--- config.mk ---
export PLATFORM = sky130hd
export DESIGN_NAME = energy_zcr_voice_activity_detector
export DESIGN_NICKNAME = d
export VERILOG_FILES = /design/src/rtl/ezvad_pkg.sv /design/src/rtl/ezvad_frame_acc.sv /design/src/rtl/ezvad_decide.sv /design/src/rtl/energy_zcr_voice_activity_detector.sv
export SDC_FILE = /design/constraint.sdc
export NUM_CORES = 2
export LEC_CHECK = 0
export BUFFER_PORTS_ARGS = -buffer_cell sky130_fd_sc_hd__buf_4
export CORE_ASPECT_RATIO = 0.8
export CORE_UTILIZATION = 56
export CTS_BUF_LIST = sky130_fd_sc_hd__clkbuf_4 sky130_fd_sc_hd__clkbuf_8
export DETAILED_ROUTE_END_ITERATION = 8
export PLACE_DENSITY_LB_ADDON = 0.2
export SYNTH_ARGS = -nofsm -noshare
export SYNTH_HDL_FRONTEND = slang
export SYNTH_SLANG_ARGS = --single-unit
--- constraint.sdc ---
create_clock -name clk -period 11.1 [get_ports clk]
set_clock_uncertainty 0.1 [all_clocks]
set_input_delay 1.11 -clock clk [delete_from_list [all_inputs] [get_ports clk]]
set_output_delay 1.11 -clock clk [all_outputs]
set_load 0.1 [all_outputs]
--- src/rtl/ezvad_pkg.sv ---
// Shared types and constants for the energy / zero-crossing voice activity detector.
// Holds register index codes, reset values and the structs passed between modules.
// No dependencies.
package ezvad_pkg;

    localparam int ENERGY_THR_W = 31;
    localparam int RATE_THR_W   = 17;
    localparam int RUN_W        = 8;
    localparam int CFG_DATA_W   = 31;
    localparam int REG_IDX_W    = 2;
    localparam int OUT_DATA_W   = 8;

    localparam logic [RUN_W-1:0] RUN_MAX = 8'd255;

    localparam logic [ENERGY_THR_W-1:0] ENERGY_THR_RESET = 31'd1073742;
    localparam logic [RATE_THR_W-1:0]   RATE_THR_RESET   = 17'd19661;
    localparam logic [RUN_W-1:0]        MIN_VOICED_RESET = 8'd3;
    localparam logic [RUN_W-1:0]        MIN_SILENT_RESET = 8'd10;

    typedef enum logic [REG_IDX_W-1:0] {
        REG_ENERGY_THR = 2'd0,
        REG_RATE_THR   = 2'd1,
        REG_MIN_VOICED = 2'd2,
        REG_MIN_SILENT = 2'd3
    } reg_index_t;

    typedef struct packed {
        logic [ENERGY_THR_W-1:0] energy_thr;
        logic [RATE_THR_W-1:0]   rate_thr;
        logic [RUN_W-1:0]        min_voiced;
        logic [RUN_W-1:0]        min_silent;
    } cfg_t;

    // Frame summary control: valid marks a closed frame, single a one-sample frame.
    typedef struct packed {
        logic valid;
        logic single;
    } frame_ctrl_t;

endpackage

--- src/rtl/ezvad_frame_acc.sv ---
// Per-frame accumulation: input register, squaring, crossing and sample counters,
// energy sum and the threshold products for the frame-end tests.
// Depends on ezvad_pkg.
module ezvad_frame_acc #(
    parameter int SAMPLE_BITS = 16,
    parameter int MAX_FRAME   = 1024
) (
    input  logic                            clk,
    input  logic                            rst_n,
    input  logic                            en,
    input  logic                            in_valid,
    input  logic [SAMPLE_BITS-1:0]          in_sample,
    input  logic                            in_last,
    input  ezvad_pkg::cfg_t                 cfg,
    output ezvad_pkg::frame_ctrl_t          sum_ctrl,
    output logic [2*SAMPLE_BITS-3+$clog2(MAX_FRAME+1):0] energy_total,
    output logic [ezvad_pkg::ENERGY_THR_W+$clog2(MAX_FRAME+1)-1:0] energy_limit,
    output logic [$clog2(MAX_FRAME+1)+15:0] crossing_scaled,
    output logic [ezvad_pkg::RATE_THR_W+$clog2(MAX_FRAME+1)-1:0] crossing_limit
);

    localparam int CNT_W    = $clog2(MAX_FRAME + 1);
    localparam int SQ_W     = 2 * SAMPLE_BITS - 1;
    localparam int ENERGY_W = 2 * SAMPLE_BITS - 2 + CNT_W;
    localparam int EPROD_W  = ezvad_pkg::ENERGY_THR_W + CNT_W;
    localparam int RPROD_W  = ezvad_pkg::RATE_THR_W + CNT_W;

    // stage 1: input register
    logic                   v1_reg;
    logic [SAMPLE_BITS-1:0] smp1_reg;
    logic                   last1_reg;

    // frame counters
    logic [CNT_W-1:0] cnt_reg, cnt_next;
    logic [CNT_W-1:0] cross_reg, cross_next;
    logic             prev_neg_reg, prev_neg_next;

    // stage 2
    logic             v2_reg, last2_reg, take2_reg;
    logic [SQ_W-1:0]  sq2_reg;
    logic [CNT_W-1:0] n2_reg, x2_reg;

    // stage 3
    logic [ENERGY_W-1:0] energy_reg, energy_next;
    logic                v3_reg, single3_reg;
    logic [ENERGY_W-1:0] etot3_reg;
    logic [EPROD_W-1:0]  eprod3_reg;
    logic [CNT_W+15:0]   xs3_reg;
    logic [RPROD_W-1:0]  rprod3_reg;

    logic                         neg1;
    logic                         take1;
    logic                         cross_inc;
    logic [CNT_W-1:0]             n_total;
    logic [CNT_W-1:0]             x_total;
    logic signed [2*SAMPLE_BITS-1:0] sq_full;
    logic [ENERGY_W-1:0]          e_add;

    always_comb
    begin
        neg1      = smp1_reg[SAMPLE_BITS-1];
        take1     = cnt_reg < CNT_W'(MAX_FRAME);
        cross_inc = take1 && (cnt_reg != '0) && (neg1 != prev_neg_reg);
        n_total   = take1 ? cnt_reg + CNT_W'(1) : cnt_reg;
        x_total   = cross_reg + CNT_W'(cross_inc);
        sq_full   = $signed(smp1_reg) * $signed(smp1_reg);
        e_add     = energy_reg + (take2_reg ? ENERGY_W'(sq2_reg) : ENERGY_W'(0));
    end

    always_comb
    begin
        cnt_next      = cnt_reg;
        cross_next    = cross_reg;
        prev_neg_next = prev_neg_reg;
        energy_next   = energy_reg;
        if (en && v1_reg)
        begin
            if (last1_reg)
            begin
                cnt_next      = '0;
                cross_next    = '0;
                prev_neg_next = 1'b0;
            end
            else
            begin
                cnt_next   = n_total;
                cross_next = x_total;
                if (take1)
                begin
                    prev_neg_next = neg1;
                end
            end
        end
        if (en && v2_reg)
        begin
            energy_next = last2_reg ? '0 : e_add;
        end
    end

    always_ff @(posedge clk or negedge rst_n)
    begin
        if (!rst_n)
        begin
            v1_reg       <= 1'b0;
            v2_reg       <= 1'b0;
            v3_reg       <= 1'b0;
            cnt_reg      <= '0;
            cross_reg    <= '0;
            prev_neg_reg <= 1'b0;
            energy_reg   <= '0;
        end
        else
        begin
            cnt_reg      <= cnt_next;
            cross_reg    <= cross_next;
            prev_neg_reg <= prev_neg_next;
            energy_reg   <= energy_next;
            if (en)
            begin
                v1_reg <= in_valid;
                v2_reg <= v1_reg;
                v3_reg <= v2_reg && last2_reg;
            end
        end
    end

    always_ff @(posedge clk)
    begin
        if (en)
        begin
            if (in_valid)
            begin
                smp1_reg  <= in_sample;
                last1_reg <= in_last;
            end
            last2_reg   <= last1_reg;
            take2_reg   <= take1;
            sq2_reg     <= sq_full[SQ_W-1:0];
            n2_reg      <= n_total;
            x2_reg      <= x_total;
            etot3_reg   <= e_add;
            eprod3_reg  <= EPROD_W'(cfg.energy_thr) * EPROD_W'(n2_reg);
            xs3_reg     <= {x2_reg, 16'h0000};
            rprod3_reg  <= RPROD_W'(cfg.rate_thr) * RPROD_W'(n2_reg - CNT_W'(1));
            single3_reg <= n2_reg < CNT_W'(2);
        end
    end

    assign sum_ctrl.valid   = v3_reg;
    assign sum_ctrl.single  = single3_reg;
    assign energy_total     = etot3_reg;
    assign energy_limit     = eprod3_reg;
    assign crossing_scaled  = xs3_reg;
    assign crossing_limit   = rprod3_reg;

endmodule

--- src/rtl/ezvad_decide.sv ---
// Frame-end decision: energy and crossing-rate tests, voiced/silent run counters,
// speech state and the output register. Depends on ezvad_pkg.
module ezvad_decide #(
    parameter int SAMPLE_BITS = 16,
    parameter int MAX_FRAME   = 1024
) (
    input  logic                            clk,
    input  logic                            rst_n,
    input  logic                            en,
    input  logic                            out_ready,
    input  ezvad_pkg::cfg_t                 cfg,
    input  ezvad_pkg::frame_ctrl_t          sum_ctrl,
    input  logic [2*SAMPLE_BITS-3+$clog2(MAX_FRAME+1):0] energy_total,
    input  logic [ezvad_pkg::ENERGY_THR_W+$clog2(MAX_FRAME+1)-1:0] energy_limit,
    input  logic [$clog2(MAX_FRAME+1)+15:0] crossing_scaled,
    input  logic [ezvad_pkg::RATE_THR_W+$clog2(MAX_FRAME+1)-1:0] crossing_limit,
    output logic                            out_valid,
    output logic                            out_in_speech,
    output logic                            out_voiced
);

    localparam int CNT_W    = $clog2(MAX_FRAME + 1);
    localparam int ENERGY_W = 2 * SAMPLE_BITS - 2 + CNT_W;
    localparam int EPROD_W  = ezvad_pkg::ENERGY_THR_W + CNT_W;
    localparam int ECMP_W   = (ENERGY_W > EPROD_W) ? ENERGY_W : EPROD_W;
    localparam int RPROD_W  = ezvad_pkg::RATE_THR_W + CNT_W;

    logic [ezvad_pkg::RUN_W-1:0] voiced_run_reg, voiced_run_next;
    logic [ezvad_pkg::RUN_W-1:0] silent_run_reg, silent_run_next;
    logic                        speech_reg, speech_next;
    logic                        out_valid_reg, out_valid_next;
    logic                        out_speech_reg, out_voiced_reg;

    logic load;
    logic energy_ok;
    logic rate_ok;
    logic voiced;

    always_comb
    begin
        load      = sum_ctrl.valid && en;
        energy_ok = ECMP_W'(energy_total) > ECMP_W'(energy_limit);
        if (sum_ctrl.single)
        begin
            rate_ok = cfg.rate_thr != '0;
        end
        else
        begin
            rate_ok = RPROD_W'(crossing_scaled) < crossing_limit;
        end
        voiced = energy_ok && rate_ok;
    end

    always_comb
    begin
        voiced_run_next = voiced_run_reg;
        silent_run_next = silent_run_reg;
        speech_next     = speech_reg;
        if (load)
        begin
            if (voiced)
            begin
                if (voiced_run_reg != ezvad_pkg::RUN_MAX)
                begin
                    voiced_run_next = voiced_run_reg + 8'd1;
                end
                silent_run_next = '0;
                if (voiced_run_next >= cfg.min_voiced)
                begin
                    speech_next = 1'b1;
                end
            end
            else
            begin
                if (silent_run_reg != ezvad_pkg::RUN_MAX)
                begin
                    silent_run_next = silent_run_reg + 8'd1;
                end
                voiced_run_next = '0;
                if (silent_run_next >= cfg.min_silent)
                begin
                    speech_next = 1'b0;
                end
            end
        end
        out_valid_next = load ? 1'b1 : (out_ready ? 1'b0 : out_valid_reg);
    end

    always_ff @(posedge clk or negedge rst_n)
    begin
        if (!rst_n)
        begin
            voiced_run_reg <= '0;
            silent_run_reg <= '0;
            speech_reg     <= 1'b0;
            out_valid_reg  <= 1'b0;
        end
        else
        begin
            voiced_run_reg <= voiced_run_next;
            silent_run_reg <= silent_run_next;
            speech_reg     <= speech_next;
            out_valid_reg  <= out_valid_next;
        end
    end

    always_ff @(posedge clk)
    begin
        if (load)
        begin
            out_speech_reg <= speech_next;
            out_voiced_reg <= voiced;
        end
    end

    assign out_valid     = out_valid_reg;
    assign out_in_speech = out_speech_reg;
    assign out_voiced    = out_voiced_reg;

endmodule

--- src/rtl/energy_zcr_voice_activity_detector.sv ---
// Energy and zero-crossing voice activity detector: top level with the configuration
// registers. Depends on ezvad_pkg, ezvad_frame_acc and ezvad_decide.
//
// The block takes one sample per clock and emits one result per frame: a transfer
// with s_tlast high closes the frame, and its result (in_speech, frame_voiced) passes
// stages one to three and the output register to the master side. Frames are summed
// as they stream in; a frame longer than MAX_FRAME samples keeps only its first
// MAX_FRAME samples, but its tlast still closes it. The rate is one sample per cycle
// while s_tready is high, set by the per-sample square-and-add; s_tready falls only
// while a finished frame result sits in stage three and the output register still
// holds an untaken one. Registers reset to their documented values and no clearing
// pass runs after reset. Write the configuration only while no frame result is pending.
module energy_zcr_voice_activity_detector #(
    parameter int SAMPLE_BITS = 16,
    parameter int MAX_FRAME   = 1024
) (
    input  logic                                    clk,
    input  logic                                    rst_n,
    // slave side
    input  logic                                    s_tvalid,
    output logic                                    s_tready,
    input  logic [((SAMPLE_BITS+7)/8)*8-1:0]        s_tdata,   // sample
    input  logic                                    s_tlast,   // frame_end
    // master side
    output logic                                    m_tvalid,
    input  logic                                    m_tready,
    output logic [ezvad_pkg::OUT_DATA_W-1:0]        m_tdata,   // in_speech, frame_voiced
    // configuration writes
    input  logic                                    cfg_we,
    input  logic [ezvad_pkg::REG_IDX_W-1:0]         cfg_index,
    input  logic [ezvad_pkg::CFG_DATA_W-1:0]        cfg_wdata
);

    localparam int CNT_W    = $clog2(MAX_FRAME + 1);
    localparam int ENERGY_W = 2 * SAMPLE_BITS - 2 + CNT_W;
    localparam int EPROD_W  = ezvad_pkg::ENERGY_THR_W + CNT_W;
    localparam int RPROD_W  = ezvad_pkg::RATE_THR_W + CNT_W;

    ezvad_pkg::cfg_t cfg_reg, cfg_next;

    ezvad_pkg::frame_ctrl_t sum_ctrl;
    logic [ENERGY_W-1:0]    energy_total;
    logic [EPROD_W-1:0]     energy_limit;
    logic [CNT_W+15:0]      crossing_scaled;
    logic [RPROD_W-1:0]     crossing_limit;

    logic en;
    logic out_valid;
    logic out_in_speech;
    logic out_voiced;

    // register writes, no read-back
    always_comb
    begin
        cfg_next = cfg_reg;
        if (cfg_we)
        begin
            case (cfg_index)
                ezvad_pkg::REG_ENERGY_THR: cfg_next.energy_thr = cfg_wdata;
                ezvad_pkg::REG_RATE_THR:   cfg_next.rate_thr   = cfg_wdata[16:0];
                ezvad_pkg::REG_MIN_VOICED: cfg_next.min_voiced = cfg_wdata[7:0];
                ezvad_pkg::REG_MIN_SILENT: cfg_next.min_silent = cfg_wdata[7:0];
                default:                   cfg_next = cfg_reg;
            endcase
        end
    end

    always_ff @(posedge clk or negedge rst_n)
    begin
        if (!rst_n)
        begin
            cfg_reg.energy_thr <= ezvad_pkg::ENERGY_THR_RESET;
            cfg_reg.rate_thr   <= ezvad_pkg::RATE_THR_RESET;
            cfg_reg.min_voiced <= ezvad_pkg::MIN_VOICED_RESET;
            cfg_reg.min_silent <= ezvad_pkg::MIN_SILENT_RESET;
        end
        else
        begin
            cfg_reg <= cfg_next;
        end
    end

    // whole pipeline advances unless a frame result cannot enter the output register
    assign en       = !(sum_ctrl.valid && out_valid && !m_tready);
    assign s_tready = en;

    ezvad_frame_acc #(
        .SAMPLE_BITS (SAMPLE_BITS),
        .MAX_FRAME   (MAX_FRAME)
    ) u_acc (
        .clk             (clk),
        .rst_n           (rst_n),
        .en              (en),
        .in_valid        (s_tvalid),
        .in_sample       (s_tdata[SAMPLE_BITS-1:0]),
        .in_last         (s_tlast),
        .cfg             (cfg_reg),
        .sum_ctrl        (sum_ctrl),
        .energy_total    (energy_total),
        .energy_limit    (energy_limit),
        .crossing_scaled (crossing_scaled),
        .crossing_limit  (crossing_limit)
    );

    ezvad_decide #(
        .SAMPLE_BITS (SAMPLE_BITS),
        .MAX_FRAME   (MAX_FRAME)
    ) u_decide (
        .clk             (clk),
        .rst_n           (rst_n),
        .en              (en),
        .out_ready       (m_tready),
        .cfg             (cfg_reg),
        .sum_ctrl        (sum_ctrl),
        .energy_total    (energy_total),
        .energy_limit    (energy_limit),
        .crossing_scaled (crossing_scaled),
        .crossing_limit  (crossing_limit),
        .out_valid       (out_valid),
        .out_in_speech   (out_in_speech),
        .out_voiced      (out_voiced)
    );

    assign m_tvalid = out_valid;
    assign m_tdata  = {6'b000000, out_voiced, out_in_speech};

endmodule

==> impl_metrics.json <==
{
  "status": "complete, no violations",
  "max_cap_viol_count": 0,
  "syn_inst": 4272,
  "antenna_found_initial": 2,
  "die_w_um": 312,
  "post-cts-setup-buffer-count": 0,
  "dr.pass1.iters": 5,
  "dp_hpwl_um": 70200,
  "postSynthAreaPerCell_um2": 10.1,
  "die_area_mm2": 0.0779,
  "ys_seq_area_frac": 0.224,
  "worst_setup_path_start_kind": "flip-flop",
  "cts_root_buf": "clkbuf_8",
  "place_area_mm2": 0.0443,
  "crit_type": "flip-flop to flip-flop",
  "slew_headroom": 0.137,
  "cts_tree": "yes",
  "ys.flop_type": "edfxtp_1",
  "largest_reg_flops": 64,
  "drc": 0,
  "ant_nets": 0,
  "syn_area_mm2": 0.0430,
  "die_y_um": 250,
  "grtUsageTotal": 0.244,
  "io_buffer_count": 58,
  "worstPathArrival_ns": 8.95,
  "finalMaxSlewViolations": 0,
  "ys_ff_latch": 345,
  "ys_types": 86,
  "cts_htree_levels": 2,
  "whs_ns": 0.320,
  "max_freq_ghz": 0.116,
  "synth_edf_count": 196,
  "fin_nets": 5358,
  "critPathCaptureType": "flip-flop",
  "final-setup-viol-count": 0,
  "clock_latency_ns": 0.72,
  "grt_pass1_wl_um": 154000,
  "netlist_top_cells_area": "fa_1 (33%), edfxtp_1 (14%), ha_1 (9.7%)",
  "finalCriticalPeriod_ns": 8.60,
  "via_per_inst": 5.34,
  "final_area_mm2": 0.0458,
  "core_area_mm2": 0.0757,
  "grt_max_degree": 136,
  "crit_fanout": 34,
  "place_ws_ns": 2.54,
  "clk_path_buf_depth": 3,
  "hold_violations": 0,
  "drt_wl_total_um": 89500,
  "cts_resized": 0,
  "gp_congestion": 0.860,
  "clk_pin_slew_ns": 0.07,
  "rsz0062_at_grt": "no",
  "hold_path.class": "flip-flop to flip-flop",
  "period_share": 0.775,
  "finalWorstSetupSlack_ns": 2.50,
  "rows": 90,
  "grt_overflow": 0,
  "ioPinCount": 65,
  "synth.most_common_cell": "inv_1",
  "grt_pass1_vias": 30300,
  "yosys-top-cells-count": "inv_1 (863), fa_1 (708), nand2_1 (500)",
  "synth_top_area_share": 0.330,
  "cts.sinks": 345,
  "cts_hold_buf": 0,
  "area_growth_pct": 6.56,
  "synthArstFlopShare": 0.432,
  "critical_path_required_ns": 11.46,
  "finalSetupTns_ns": 0,
  "cts_buffers": 61,
  "drive_gt1_frac": 0.0756,
  "drt_iter0_drc": 1592,
  "synth_top_area_cell": "fa_1",
  "vias": 28500,
  "worstMarginPinSlew_ns": 1.29,
  "wl_per_cell_um": 16.8,
  "start_util": 0.568,
  "yosysWarnings": 0
}
==> placed cells by master, fill, tap and decap left out, types with 9 or more instances in the layout <==
| cell | netlist | layout |
|---|---|---|
| edfxtp_1 | 196 | 196 |
| bufinv_16 | 0 | 9 |
| mux2_2 | 68 | 68 |
| xor2_1 | 56 | 56 |
| buf_4 | 8 | 84 |
| nand2b_1 | 38 | 38 |
| o21ai_0 | 90 | 90 |
| nor2b_1 | 43 | 43 |
| nand2_1 | 500 | 500 |
| clkbuf_4 | 0 | 18 |
| and3_1 | 25 | 25 |
| nand3_1 | 45 | 45 |
| a211oi_1 | 12 | 12 |
| and2_1 | 269 | 269 |
| o21a_1 | 14 | 14 |
| a21o_1 | 82 | 82 |
| a21oi_1 | 111 | 111 |
| dfstp_2 | 20 | 20 |
| ha_1 | 332 | 332 |
| o21bai_1 | 12 | 12 |
| nor4_1 | 14 | 14 |
| nor2_1 | 120 | 120 |
| nor3_1 | 23 | 23 |
| a22o_1 | 41 | 41 |
| dfrtp_1 | 129 | 129 |
| o31ai_1 | 17 | 17 |
| a31oi_1 | 12 | 12 |
| inv_1 | 863 | 863 |
| nand4_1 | 22 | 22 |
| xnor2_1 | 130 | 129 |
| clkbuf_8 | 0 | 71 |
| fa_1 | 708 | 708 |
==> worst max-delay path, stage by stage (launching register included) <==
cell and delay [ns]:
edfxtp_1 0.90, nor2_1 0.37, nand2_1 0.12, nor3_1 0.24, nand2b_1 0.12, nor4_1 0.26, xor2_1 0.18, buf_4 0.25
nand2_1 0.11, fa_1 0.52, fa_1 0.58, fa_1 0.45, fa_1 0.54, inv_1 0.05, fa_1 0.47, inv_1 0.04
fa_1 0.50, inv_1 0.05, ha_1 0.39, nand4_1 0.11, or3b_1 0.38, nand2_1 0.09, o21ai_1 0.14, a2111oi_2 0.51
nor3_1 0.17, o41ai_1 0.41, a21oi_1 0.14, xnor2_1 0.13
==> kinds of logic after synthesis <==
kind of cell               synth area share
and+or+nand+nor                       0.129
buffers and inverters                0.0907
adders and majority gates             0.426
DFF                                   0.224
xor gates and xnor gates             0.0379
muxes                                0.0185
AOI/OAI and AO/OA                    0.0732
other                             0.0000872
==> area by class of cell <==
class	instances	area [um2]
fill	6417	29900
multi-input combinational	2904	29500
sequential	345	9640
inverter	865	3250
tap	1012	1270
clock buffer	89	1110
timing repair buffer	86	662
clock inverter	26	373
antenna	2	5.00
==> final timing paths <==
kind                                             endpoint       startpoint  cells after the start  slack (ns)
max in group asynchronous                     cfg_reg[60]            rst_n                      2        9.04
worst min-delay path            u_acc.crossing_scaled[25]  u_acc.x2_reg[9]                      0        0.32
worst max-delay path             u_acc.crossing_limit[27]  u_acc.n2_reg[3]                     27        2.50
min in group asynchronous              u_acc.cross_reg[4]            rst_n                      1        0.34
worst min register to register  u_acc.crossing_scaled[25]  u_acc.x2_reg[9]                      0        0.32
worst max register to register   u_acc.crossing_limit[27]  u_acc.n2_reg[3]                     27        2.50
==> through the flow <==
step | instances | utilization
final | 5329 | 0.605
after global routing | 5329 | 0.605
after CTS | 5327 | 0.605
after detailed placement | 5212 | 0.586
after global placement | 5212 | 0.586
after floorplan | 4277 | -
==> per-layer routing <==
metal / global-route usage / routed length [um]
met2: 0.395 / 42200
met1: 0.344 / 40600
met4: 0.0623 / 2030
met3: 0.0397 / 4610
met5: 0 / 13
Power is not shown: default switching activity piles up to over one toggle a cycle in this logic, so the estimate is an artifact.
